==> config.mk <==
export PLATFORM = sky130hd
export DESIGN_NAME = subcpu_frame_receiver
export DESIGN_NICKNAME = d
export VERILOG_FILES = /design/src/sfr_pkg.sv /design/src/sfr_front.sv /design/src/sfr_queue.sv /design/src/sfr_back.sv /design/src/subcpu_frame_receiver.sv
export SDC_FILE = /design/constraint.sdc
export NUM_CORES = 1
export LEC_CHECK = 0
export BUFFER_PORTS_ARGS = -buffer_cell sky130_fd_sc_hd__buf_4
export CORE_ASPECT_RATIO = 1.1
export CORE_MARGIN = 3
export CORE_UTILIZATION = 37
export CTS_CLUSTER_SIZE = 24
export DETAILED_ROUTE_END_ITERATION = 12
export PLACE_DENSITY = 0.65
export SETUP_SLACK_MARGIN = 0.02
export SYNTH_ARGS = -nofsm -noshare
export SYNTH_HDL_FRONTEND = slang
export SYNTH_SLANG_ARGS = --single-unit
export TNS_END_PERCENT = 100
==> constraint.sdc <==
create_clock -name clk -period 4.53 [get_ports clk]
set_input_delay 0.906 -clock clk [delete_from_list [all_inputs] [get_ports clk]]
set_output_delay 0.906 -clock clk [all_outputs]
set_load 0.01 [all_outputs]
==> src/sfr_pkg.sv <==
package sfr_pkg;

	// Frame layout and checksum
	localparam int unsigned FRAME_HELD = 4;
	localparam logic [2:0] FRAME_LAST_POS = 3'd4;
	localparam logic [8:0] CHECK_SUM = 9'd255;

	// Opcodes
	localparam logic [7:0] OP_KEY = 8'hB1;
	localparam logic [7:0] OP_POWER = 8'hD4;
	localparam logic [7:0] OP_BATTERY = 8'hB4;

	// Key and battery decoding
	localparam logic [7:0] KEY_PRESS_CODE = 8'h2B;
	localparam logic [7:0] BATTERY_MASK = 8'h1F;
	localparam int unsigned KEY_SLOTS = 40;

	// Reply bytes
	localparam logic [7:0] ACK_HEAD = 8'hA2;
	localparam logic [7:0] ACK_TAIL = 8'h5D;
	localparam logic [7:0] NACK_HEAD = 8'hA3;
	localparam logic [7:0] NACK_TAIL = 8'h5C;
	localparam logic [2:0] REPLY_LAST = 3'd4;

	// Result kinds
	localparam logic [1:0] KIND_TX = 2'd0;
	localparam logic [1:0] KIND_KEY = 2'd1;
	localparam logic [1:0] KIND_POWER = 2'd2;

	// Field widths
	localparam int unsigned MASK_W = 40;
	localparam logic [MASK_W-1:0] MASK_RESET = 40'hFF00FF00FF;
	localparam int unsigned TDATA_W = 24;
	localparam int unsigned QUEUE_DEPTH_DEF = 2;

	// One checked frame, as handed from front to back
	typedef struct packed {
		logic       good;
		logic [1:0] ev_n;
		logic       is_power;
		logic [5:0] key_index;
		logic       key_pressed;
		logic [4:0] battery;
	} cmd_t;

	// Queue status seen by both sides
	typedef struct packed {
		logic full;
		logic empty;
	} q_status_t;

endpackage

==> src/sfr_front.sv <==
module sfr_front (
	input  logic                        clk,
	input  logic                        arst_n,
	input  logic                        s_tvalid,
	output logic                        s_tready,
	input  logic [7:0]                  s_tdata,
	input  logic                        cfg_we,
	input  logic [sfr_pkg::MASK_W-1:0]  cfg_wdata,
	input  sfr_pkg::q_status_t          q_st,
	output logic                        q_push,
	output sfr_pkg::cmd_t               q_cmd
);

	logic [2:0]                 byte_count_q;
	logic [7:0]                 frame_q [sfr_pkg::FRAME_HELD];
	logic [4:0]                 battery_q;
	logic [sfr_pkg::MASK_W-1:0] mask_q;
	logic                       accept;
	logic                       at_end;
	logic [7:0]                 op;
	logic [7:0]                 idx;
	logic                       good;
	logic                       key_ok;

	// Stall only when a frame completes and the queue has no room
	assign at_end = (byte_count_q == sfr_pkg::FRAME_LAST_POS);
	assign s_tready = !(at_end && q_st.full);
	assign accept = s_tvalid && s_tready;
	assign q_push = accept && at_end;

	// Check the frame and classify it
	always_comb begin
		op = frame_q[0];
		idx = frame_q[1];
		good = ({1'b0, op} + {1'b0, s_tdata}) == sfr_pkg::CHECK_SUM;
		key_ok = (op == sfr_pkg::OP_KEY)
			&& ({1'b0, idx} < 9'(sfr_pkg::KEY_SLOTS))
			&& ({1'b0, idx} < 9'(sfr_pkg::MASK_W))
			&& mask_q[idx[5:0]];
		q_cmd = '0;
		q_cmd.good = good;
		q_cmd.battery = battery_q;
		if (good) begin
			priority if (key_ok) begin
				q_cmd.ev_n = 2'd1;
				q_cmd.key_index = idx[5:0];
				q_cmd.key_pressed = (frame_q[2] == sfr_pkg::KEY_PRESS_CODE);
			end else if (op == sfr_pkg::OP_POWER) begin
				q_cmd.ev_n = 2'd2;
				q_cmd.is_power = 1'b1;
			end else if (op == sfr_pkg::OP_BATTERY) begin
				q_cmd.battery = 5'(frame_q[2] & sfr_pkg::BATTERY_MASK);
			end else begin
				// Masked or out-of-range key, or other opcode: reply only
				q_cmd.ev_n = 2'd0;
			end
		end
	end

	// Count bytes and keep the battery level
	always_ff @(posedge clk or negedge arst_n) begin
		if (!arst_n) begin
			byte_count_q <= '0;
			battery_q <= '0;
		end else if (accept) begin
			if (at_end) begin
				byte_count_q <= '0;
				battery_q <= q_cmd.battery;
			end else begin
				byte_count_q <= byte_count_q + 3'd1;
			end
		end
	end

	// Hold the first four bytes of the frame
	always_ff @(posedge clk) begin
		if (accept && !at_end) begin
			frame_q[byte_count_q[1:0]] <= s_tdata;
		end
	end

	// Key enable mask
	always_ff @(posedge clk or negedge arst_n) begin
		if (!arst_n) begin
			mask_q <= sfr_pkg::MASK_RESET;
		end else if (cfg_we) begin
			mask_q <= cfg_wdata;
		end
	end

endmodule

==> src/sfr_queue.sv <==
module sfr_queue #(
	parameter int unsigned DEPTH = sfr_pkg::QUEUE_DEPTH_DEF
) (
	input  logic               clk,
	input  logic               arst_n,
	input  logic               push,
	input  sfr_pkg::cmd_t      push_cmd,
	input  logic               pop,
	output sfr_pkg::cmd_t      head,
	output sfr_pkg::q_status_t st
);

	localparam int unsigned PTR_W = (DEPTH > 1) ? $clog2(DEPTH) : 1;
	localparam int unsigned CNT_W = $clog2(DEPTH + 1);

	sfr_pkg::cmd_t    entry_q [DEPTH];
	logic [PTR_W-1:0] wr_ptr_q;
	logic [PTR_W-1:0] rd_ptr_q;
	logic [CNT_W-1:0] count_q;

	assign st.full = (count_q == CNT_W'(DEPTH));
	assign st.empty = (count_q == '0);
	assign head = entry_q[rd_ptr_q];

	// Advance pointers and occupancy
	always_ff @(posedge clk or negedge arst_n) begin
		if (!arst_n) begin
			wr_ptr_q <= '0;
			rd_ptr_q <= '0;
			count_q <= '0;
		end else begin
			if (push) begin
				wr_ptr_q <= (wr_ptr_q == PTR_W'(DEPTH - 1)) ? '0 : wr_ptr_q + PTR_W'(1);
			end
			if (pop) begin
				rd_ptr_q <= (rd_ptr_q == PTR_W'(DEPTH - 1)) ? '0 : rd_ptr_q + PTR_W'(1);
			end
			unique case ({push, pop})
				2'b10:   count_q <= count_q + CNT_W'(1);
				2'b01:   count_q <= count_q - CNT_W'(1);
				default: count_q <= count_q;
			endcase
		end
	end

	// Store an entry
	always_ff @(posedge clk) begin
		if (push) begin
			entry_q[wr_ptr_q] <= push_cmd;
		end
	end

endmodule

==> src/sfr_back.sv <==
module sfr_back (
	input  logic                        clk,
	input  logic                        arst_n,
	input  sfr_pkg::cmd_t               q_head,
	input  sfr_pkg::q_status_t          q_st,
	output logic                        q_pop,
	output logic                        m_tvalid,
	input  logic                        m_tready,
	output logic [sfr_pkg::TDATA_W-1:0] m_tdata,
	output logic [1:0]                  m_tuser,
	output logic                        m_tlast
);

	logic [2:0] step_q;
	logic       m_tvalid_q;
	logic [1:0] kind_q;
	logic [7:0] tx_q;
	logic [5:0] key_index_q;
	logic       pressed_q;
	logic [4:0] battery_q;
	logic       last_q;

	logic [2:0] ev_w;
	logic [2:0] rep_pos;
	logic       is_evt;
	logic       is_last;
	logic       advance;
	logic       load;
	logic [1:0] kind_d;
	logic [7:0] tx_d;
	logic [5:0] key_index_d;
	logic       pressed_d;

	// Work out the result at the current step of the head frame
	always_comb begin
		ev_w = {1'b0, q_head.ev_n};
		is_evt = step_q < ev_w;
		rep_pos = step_q - ev_w;
		is_last = (rep_pos == sfr_pkg::REPLY_LAST);
		kind_d = sfr_pkg::KIND_TX;
		tx_d = '0;
		key_index_d = '0;
		pressed_d = 1'b0;
		if (is_evt) begin
			if (q_head.is_power) begin
				kind_d = sfr_pkg::KIND_POWER;
				pressed_d = (step_q == 3'd0);
			end else begin
				kind_d = sfr_pkg::KIND_KEY;
				key_index_d = q_head.key_index;
				pressed_d = q_head.key_pressed;
			end
		end else begin
			priority if (rep_pos == 3'd0) begin
				tx_d = q_head.good ? sfr_pkg::ACK_HEAD : sfr_pkg::NACK_HEAD;
			end else if (rep_pos == sfr_pkg::REPLY_LAST) begin
				tx_d = q_head.good ? sfr_pkg::ACK_TAIL : sfr_pkg::NACK_TAIL;
			end else begin
				tx_d = '0;
			end
		end
	end

	assign advance = !m_tvalid_q || m_tready;
	assign load = advance && !q_st.empty;
	assign q_pop = load && is_last;

	// Step through the frame's results and fill the output register
	always_ff @(posedge clk or negedge arst_n) begin
		if (!arst_n) begin
			step_q <= '0;
			m_tvalid_q <= 1'b0;
		end else begin
			if (advance) begin
				m_tvalid_q <= !q_st.empty;
			end
			if (load) begin
				step_q <= is_last ? 3'd0 : step_q + 3'd1;
			end
		end
	end

	// Output payload
	always_ff @(posedge clk) begin
		if (load) begin
			kind_q <= kind_d;
			tx_q <= tx_d;
			key_index_q <= key_index_d;
			pressed_q <= pressed_d;
			battery_q <= q_head.battery;
			last_q <= is_last;
		end
	end

	assign m_tvalid = m_tvalid_q;
	assign m_tdata = {4'b0, battery_q, pressed_q, key_index_q, tx_q};
	assign m_tuser = kind_q;
	assign m_tlast = last_q;

endmodule

==> src/subcpu_frame_receiver.sv <==
// One byte is taken per cycle, save when a finished frame meets a full queue; a frame
// gives 5 to 7 results, one per cycle while m_tready allows, set by the result
// sequencer; up to QUEUE_DEPTH checked frames wait in the queue between the two.
// Reset: arst_n clears the byte count, battery level, queue and output register
// and restores the key enable mask to its default.
module subcpu_frame_receiver #(
	parameter int unsigned QUEUE_DEPTH = sfr_pkg::QUEUE_DEPTH_DEF
) (
	input  logic                        clk,
	input  logic                        arst_n,
	input  logic                        s_tvalid,
	output logic                        s_tready,
	input  logic [7:0]                  s_tdata,   // [7:0] rx_byte
	output logic                        m_tvalid,
	input  logic                        m_tready,
	output logic [sfr_pkg::TDATA_W-1:0] m_tdata,   // [7:0] tx_byte, [13:8] key_index,
	                                               // [14] pressed, [19:15] battery
	output logic [1:0]                  m_tuser,   // [1:0] kind
	output logic                        m_tlast,
	input  logic                        cfg_we,
	input  logic [sfr_pkg::MASK_W-1:0]  cfg_wdata
);

	sfr_pkg::cmd_t      push_cmd;
	sfr_pkg::cmd_t      head_cmd;
	sfr_pkg::q_status_t q_st;
	logic               q_push;
	logic               q_pop;

	sfr_front u_front (
		.clk       (clk),
		.arst_n    (arst_n),
		.s_tvalid  (s_tvalid),
		.s_tready  (s_tready),
		.s_tdata   (s_tdata),
		.cfg_we    (cfg_we),
		.cfg_wdata (cfg_wdata),
		.q_st      (q_st),
		.q_push    (q_push),
		.q_cmd     (push_cmd)
	);

	sfr_queue #(
		.DEPTH (QUEUE_DEPTH)
	) u_queue (
		.clk      (clk),
		.arst_n   (arst_n),
		.push     (q_push),
		.push_cmd (push_cmd),
		.pop      (q_pop),
		.head     (head_cmd),
		.st       (q_st)
	);

	sfr_back u_back (
		.clk      (clk),
		.arst_n   (arst_n),
		.q_head   (head_cmd),
		.q_st     (q_st),
		.q_pop    (q_pop),
		.m_tvalid (m_tvalid),
		.m_tready (m_tready),
		.m_tdata  (m_tdata),
		.m_tuser  (m_tuser),
		.m_tlast  (m_tlast)
	);

`ifndef SYNTH
	// The last result of a frame is always the closing reply byte
	a_last_is_tx: assert property (@(posedge clk) disable iff (!arst_n)
		m_tvalid && m_tlast |-> m_tuser == sfr_pkg::KIND_TX)
		else $error("frame ended on an event result");

	// Never push into a full queue
	a_no_overflow: assert property (@(posedge clk) disable iff (!arst_n)
		q_push |-> !q_st.full)
		else $error("queue overflow");

	// Never pop an empty queue
	a_no_underflow: assert property (@(posedge clk) disable iff (!arst_n)
		q_pop |-> !q_st.empty)
		else $error("queue underflow");
`endif

endmodule

==> results.yml <==
placed_design:
  port-buffer-count: 77
  dp_cells: 631
  dpl_worst_slack_ns: 0.6713
  dpl.hpwl_um: 7462
  place.gp.congestion: 0.8128
final_layout:
  final_cell_mix: "buf_4, edfxtp_1, mux2_2, dfrtp_1"
  layout.cells.non_filler: 663
  n_fill_cell: 1326
  nNetsFinal: 525
  layout_commonest_cell: "buf_4"
  drive_gt1_share_pct: 41.97
  areaGrowthSynthToFinish_pct: 21.91
  antennaDiodeCount: 0
detailed_routing:
  avgRoutedWirePerCell_um: 15.79
  route.vias.total: 3212
  first_pass_iters: 4
  wl_um: 10470
  ant_nets: 0
  drt_iter0_markers: 159
  drc: 0
  viasPerCell: 4.845
outcome:
  status: "finished clean"
clocking:
  hold_buffers: 0
  cts_buffers: 17
  cts_resized: 0
  clk_latency_ns: 0.41
  cts_sinks: 128
  cts_tree: "done"
  cts_setup_buffers: 0
  htree_levels: 4
  clockRootBuffer: "clkbuf_16"
  clk_transition_reported_paths_ns: 0.05
  cts_buffer_depth: 2
floorplanning:
  start_util_pct: 37.97
  die_area_um2: 17040
  io_pins: 82
  die_h_um: 136.6
  fp.coreArea_um2: 15110
  die_x_um: 124.8
  placementRows: 47
setup_path:
  r2r_slack_ns: 1.24
  cp.arrival_ns: 3.64
  crit_end: "u_queue.entry_q[0][4]$_DFFE_PP_"
  r2r_start: "u_front.frame_q[0][0]$_DFFE_PP_"
  required_ns: 4.68
  endpoint_kind: "register"
  startpoint: "s_tdata[0]"
  reg2reg_depth: 8
  r2r-end: "u_queue.entry_q[0][4]$_DFFE_PP_"
  start_kind: "input port"
  cp_max_fo: 5
  critPathKind: "in -> reg"
power_and_ir_drop:
  p_int_mw: 2.720
  power_leakage_nw: 2.878
  combPwrFrac_pct: 21.7
  switching_share_pct: 26.69
  power.switching_uw: 990.4
  vdd_drop_max_v: 0.0002711
  p_seq_share_pct: 43.9
  p_clk_share_pct: 34.4
  p_per_area_nw_per_um2: 530.3
timing:
  tns_ns: 0
  fin_worst_skew_ns: 0.005423
  post-route-period-util_pct: 77.04
  worst_slew_pin_slew_ns: 1.259
  relSlewSlack_pct: 15.73
  fmax_mhz: 286.5
  hold_viol: 0
  min_period_ns: 3.490
  slew_violations: 0
  setup_ws_ns: 1.040
  finalSetupViolCount: 0
  rsz0062_at_grt: "no"
global_routing:
  antenna_found_initial: 0
  overflow: 0
  grt_first_pass_wirelength_um: 17060
  grt_pass1_vias: 3390
  grt_util_all_layers_pct: 12.98
  grt_max_degree: 57
min_path:
  hold_path_class: "reg -> reg"
  whs_path_depth: 1
logic_synthesis:
  async_flop_share_pct: 43.75
  syn_area_per_cell_um2: 15.35
  yosysWarnings: 0
  seq_area_frac_synth_pct: 62.61
  synthDistinctLibCells: 52
  syn_inst: 374
  ys_ff_latch: 128
  ys.flop_type: "edfxtp_1"
  synth_area_um2: 5739
  synth_edf_count: 72
flow_run:
  maxCapViolations: 0
## power groups by stage
stage	combinational, mW	clock, mW	sequential (mW)
4_1_cts	0.823	1.31	1.63
5_1_grt	0.904	1.36	1.66
3_5_place_dp	0.818	0	1.65
6_report	0.807	1.28	1.63
3_3_place_gp	0.801	0	1.64
2_1_floorplan	0.527	0	1.65
## metal layers
layer	vias up	global-route usage, %	share of wire [%]
li1	1536	-	-
met1	1566	14.95	41
met2	90	22.09	51
met3	20	4.294	5.4
met4	0	6.029	2.3
met5	-	0	0
## metrics by stage
| step | utilization (%) | power, mW | instance area, µm² | hold slack (ns) |
|---|---|---|---|---|
| 4_1_cts | 46.30 | 3.764 | 6997 | 0.5050 |
| 3_3_place_gp | 42.53 | 2.443 | 6427 | 0.4824 |
| 6_report | 46.30 | 3.710 | 6997 | 0.5012 |
| 5_1_grt | 46.30 | 3.921 | 6997 | 0.5196 |
| 3_5_place_dp | 42.53 | 2.468 | 6427 | 0.4907 |
| 2_1_floorplan | - | 2.173 | 5751 | 0.4681 |
## logic make-up (layout without fill, tap and decap cells)
group | after synthesis | after routing | synth area share [%]
adders and majority gates | 18 | 18 | 4.055
and+or+nand+nor | 69 | 69 | 6.824
xor gates and xnor gates | 11 | 11 | 1.679
buffers and inverters | 37 | 127 | 3.859
DFF | 128 | 128 | 62.61
muxes | 87 | 87 | 18.20
AOI/OAI and AO/OA | 23 | 23 | 2.703
other | 1 | 4 | 0.06534
## critical path, cell delays in order
cell	delay (ns)
buf_4	0.12
ha_1	0.22
inv_1	0.08
fa_1	0.42
or4b_1	0.55
a211oi_1	0.27
o21ai_1	0.21
or3_1	0.52
mux2_2	0.33
## Yosys cell counts, types with 3 or more instances
cell type | n | area (µm²)
dfrtp_1 | 32 | 800.8
nand2_1 | 13 | 48.80
mux2_2 | 57 | 641.9
ha_1 | 17 | 212.7
xor2_1 | 3 | 26.28
buf_4 | 10 | 75.07
nand3_1 | 5 | 25.02
mux4_2 | 3 | 67.56
mux4_1 | 4 | 105.1
clkbuf_1 | 3 | 11.26
nor4_1 | 3 | 18.77
edfxtp_1 | 72 | 2162
o21ai_0 | 7 | 35.03
mux2i_1 | 23 | 230.2
buf_1 | 3 | 11.26
dfstp_2 | 24 | 630.6
nand2b_1 | 4 | 25.02
xnor2_1 | 8 | 70.07
nand4b_1 | 3 | 26.28
nor2_1 | 24 | 90.09
and3_1 | 3 | 18.77
inv_1 | 16 | 60.06
## state kept, by name, summed over array words and instances (netlist names)
signal / flops
u_back.pressed_q: 1
u_front.frame_q: 24
u_queue.wr_ptr_q: 1
u_front.battery_q: 5
u_back.m_tvalid: 1
u_queue.rd_ptr_q: 1
u_back.key_index_q: 6
u_front.byte_count_q: 3
u_back.tx_q: 3
u_back.step_q: 3
u_back.m_tlast: 1
u_front.mask_q: 40
u_back.m_tuser: 2
u_queue.entry_q: 30
u_back.battery_q: 5
u_queue.count_q: 2
## final cells by class
| cell class | count | area, µm² | share of cell area [%] |
|---|---|---|---|
| tap | 196 | 245.2 | 3.505 |
| multi-input combinational | 212 | 1936 | 27.66 |
| sequential | 128 | 3593 | 51.36 |
| clock buffer | 29 | 553.0 | 7.904 |
| timing repair buffer | 79 | 593.1 | 8.476 |
| inverter | 16 | 60.06 | 0.8584 |
| clock inverter | 3 | 16.27 | 0.2325 |
## how the worst min path moves through the flow
stage                                             endpoint                              from  slack, ns
after floorplan               u_queue.wr_ptr_q$_DFFE_PN0P_      u_queue.wr_ptr_q$_DFFE_PN0P_       0.47
after global placement        u_queue.wr_ptr_q$_DFFE_PN0P_      u_queue.wr_ptr_q$_DFFE_PN0P_       0.48
after detailed placement  u_front.battery_q[4]$_DFFE_PN0P_  u_front.battery_q[4]$_DFFE_PN0P_       0.49
after CTS                 u_front.battery_q[4]$_DFFE_PN0P_  u_front.battery_q[4]$_DFFE_PN0P_       0.50
after global routing      u_front.battery_q[4]$_DFFE_PN0P_  u_front.battery_q[4]$_DFFE_PN0P_       0.52
final                     u_front.battery_q[3]$_DFFE_PN0P_  u_front.battery_q[3]$_DFFE_PN0P_       0.50
Power figures use the tool's default switching activity.
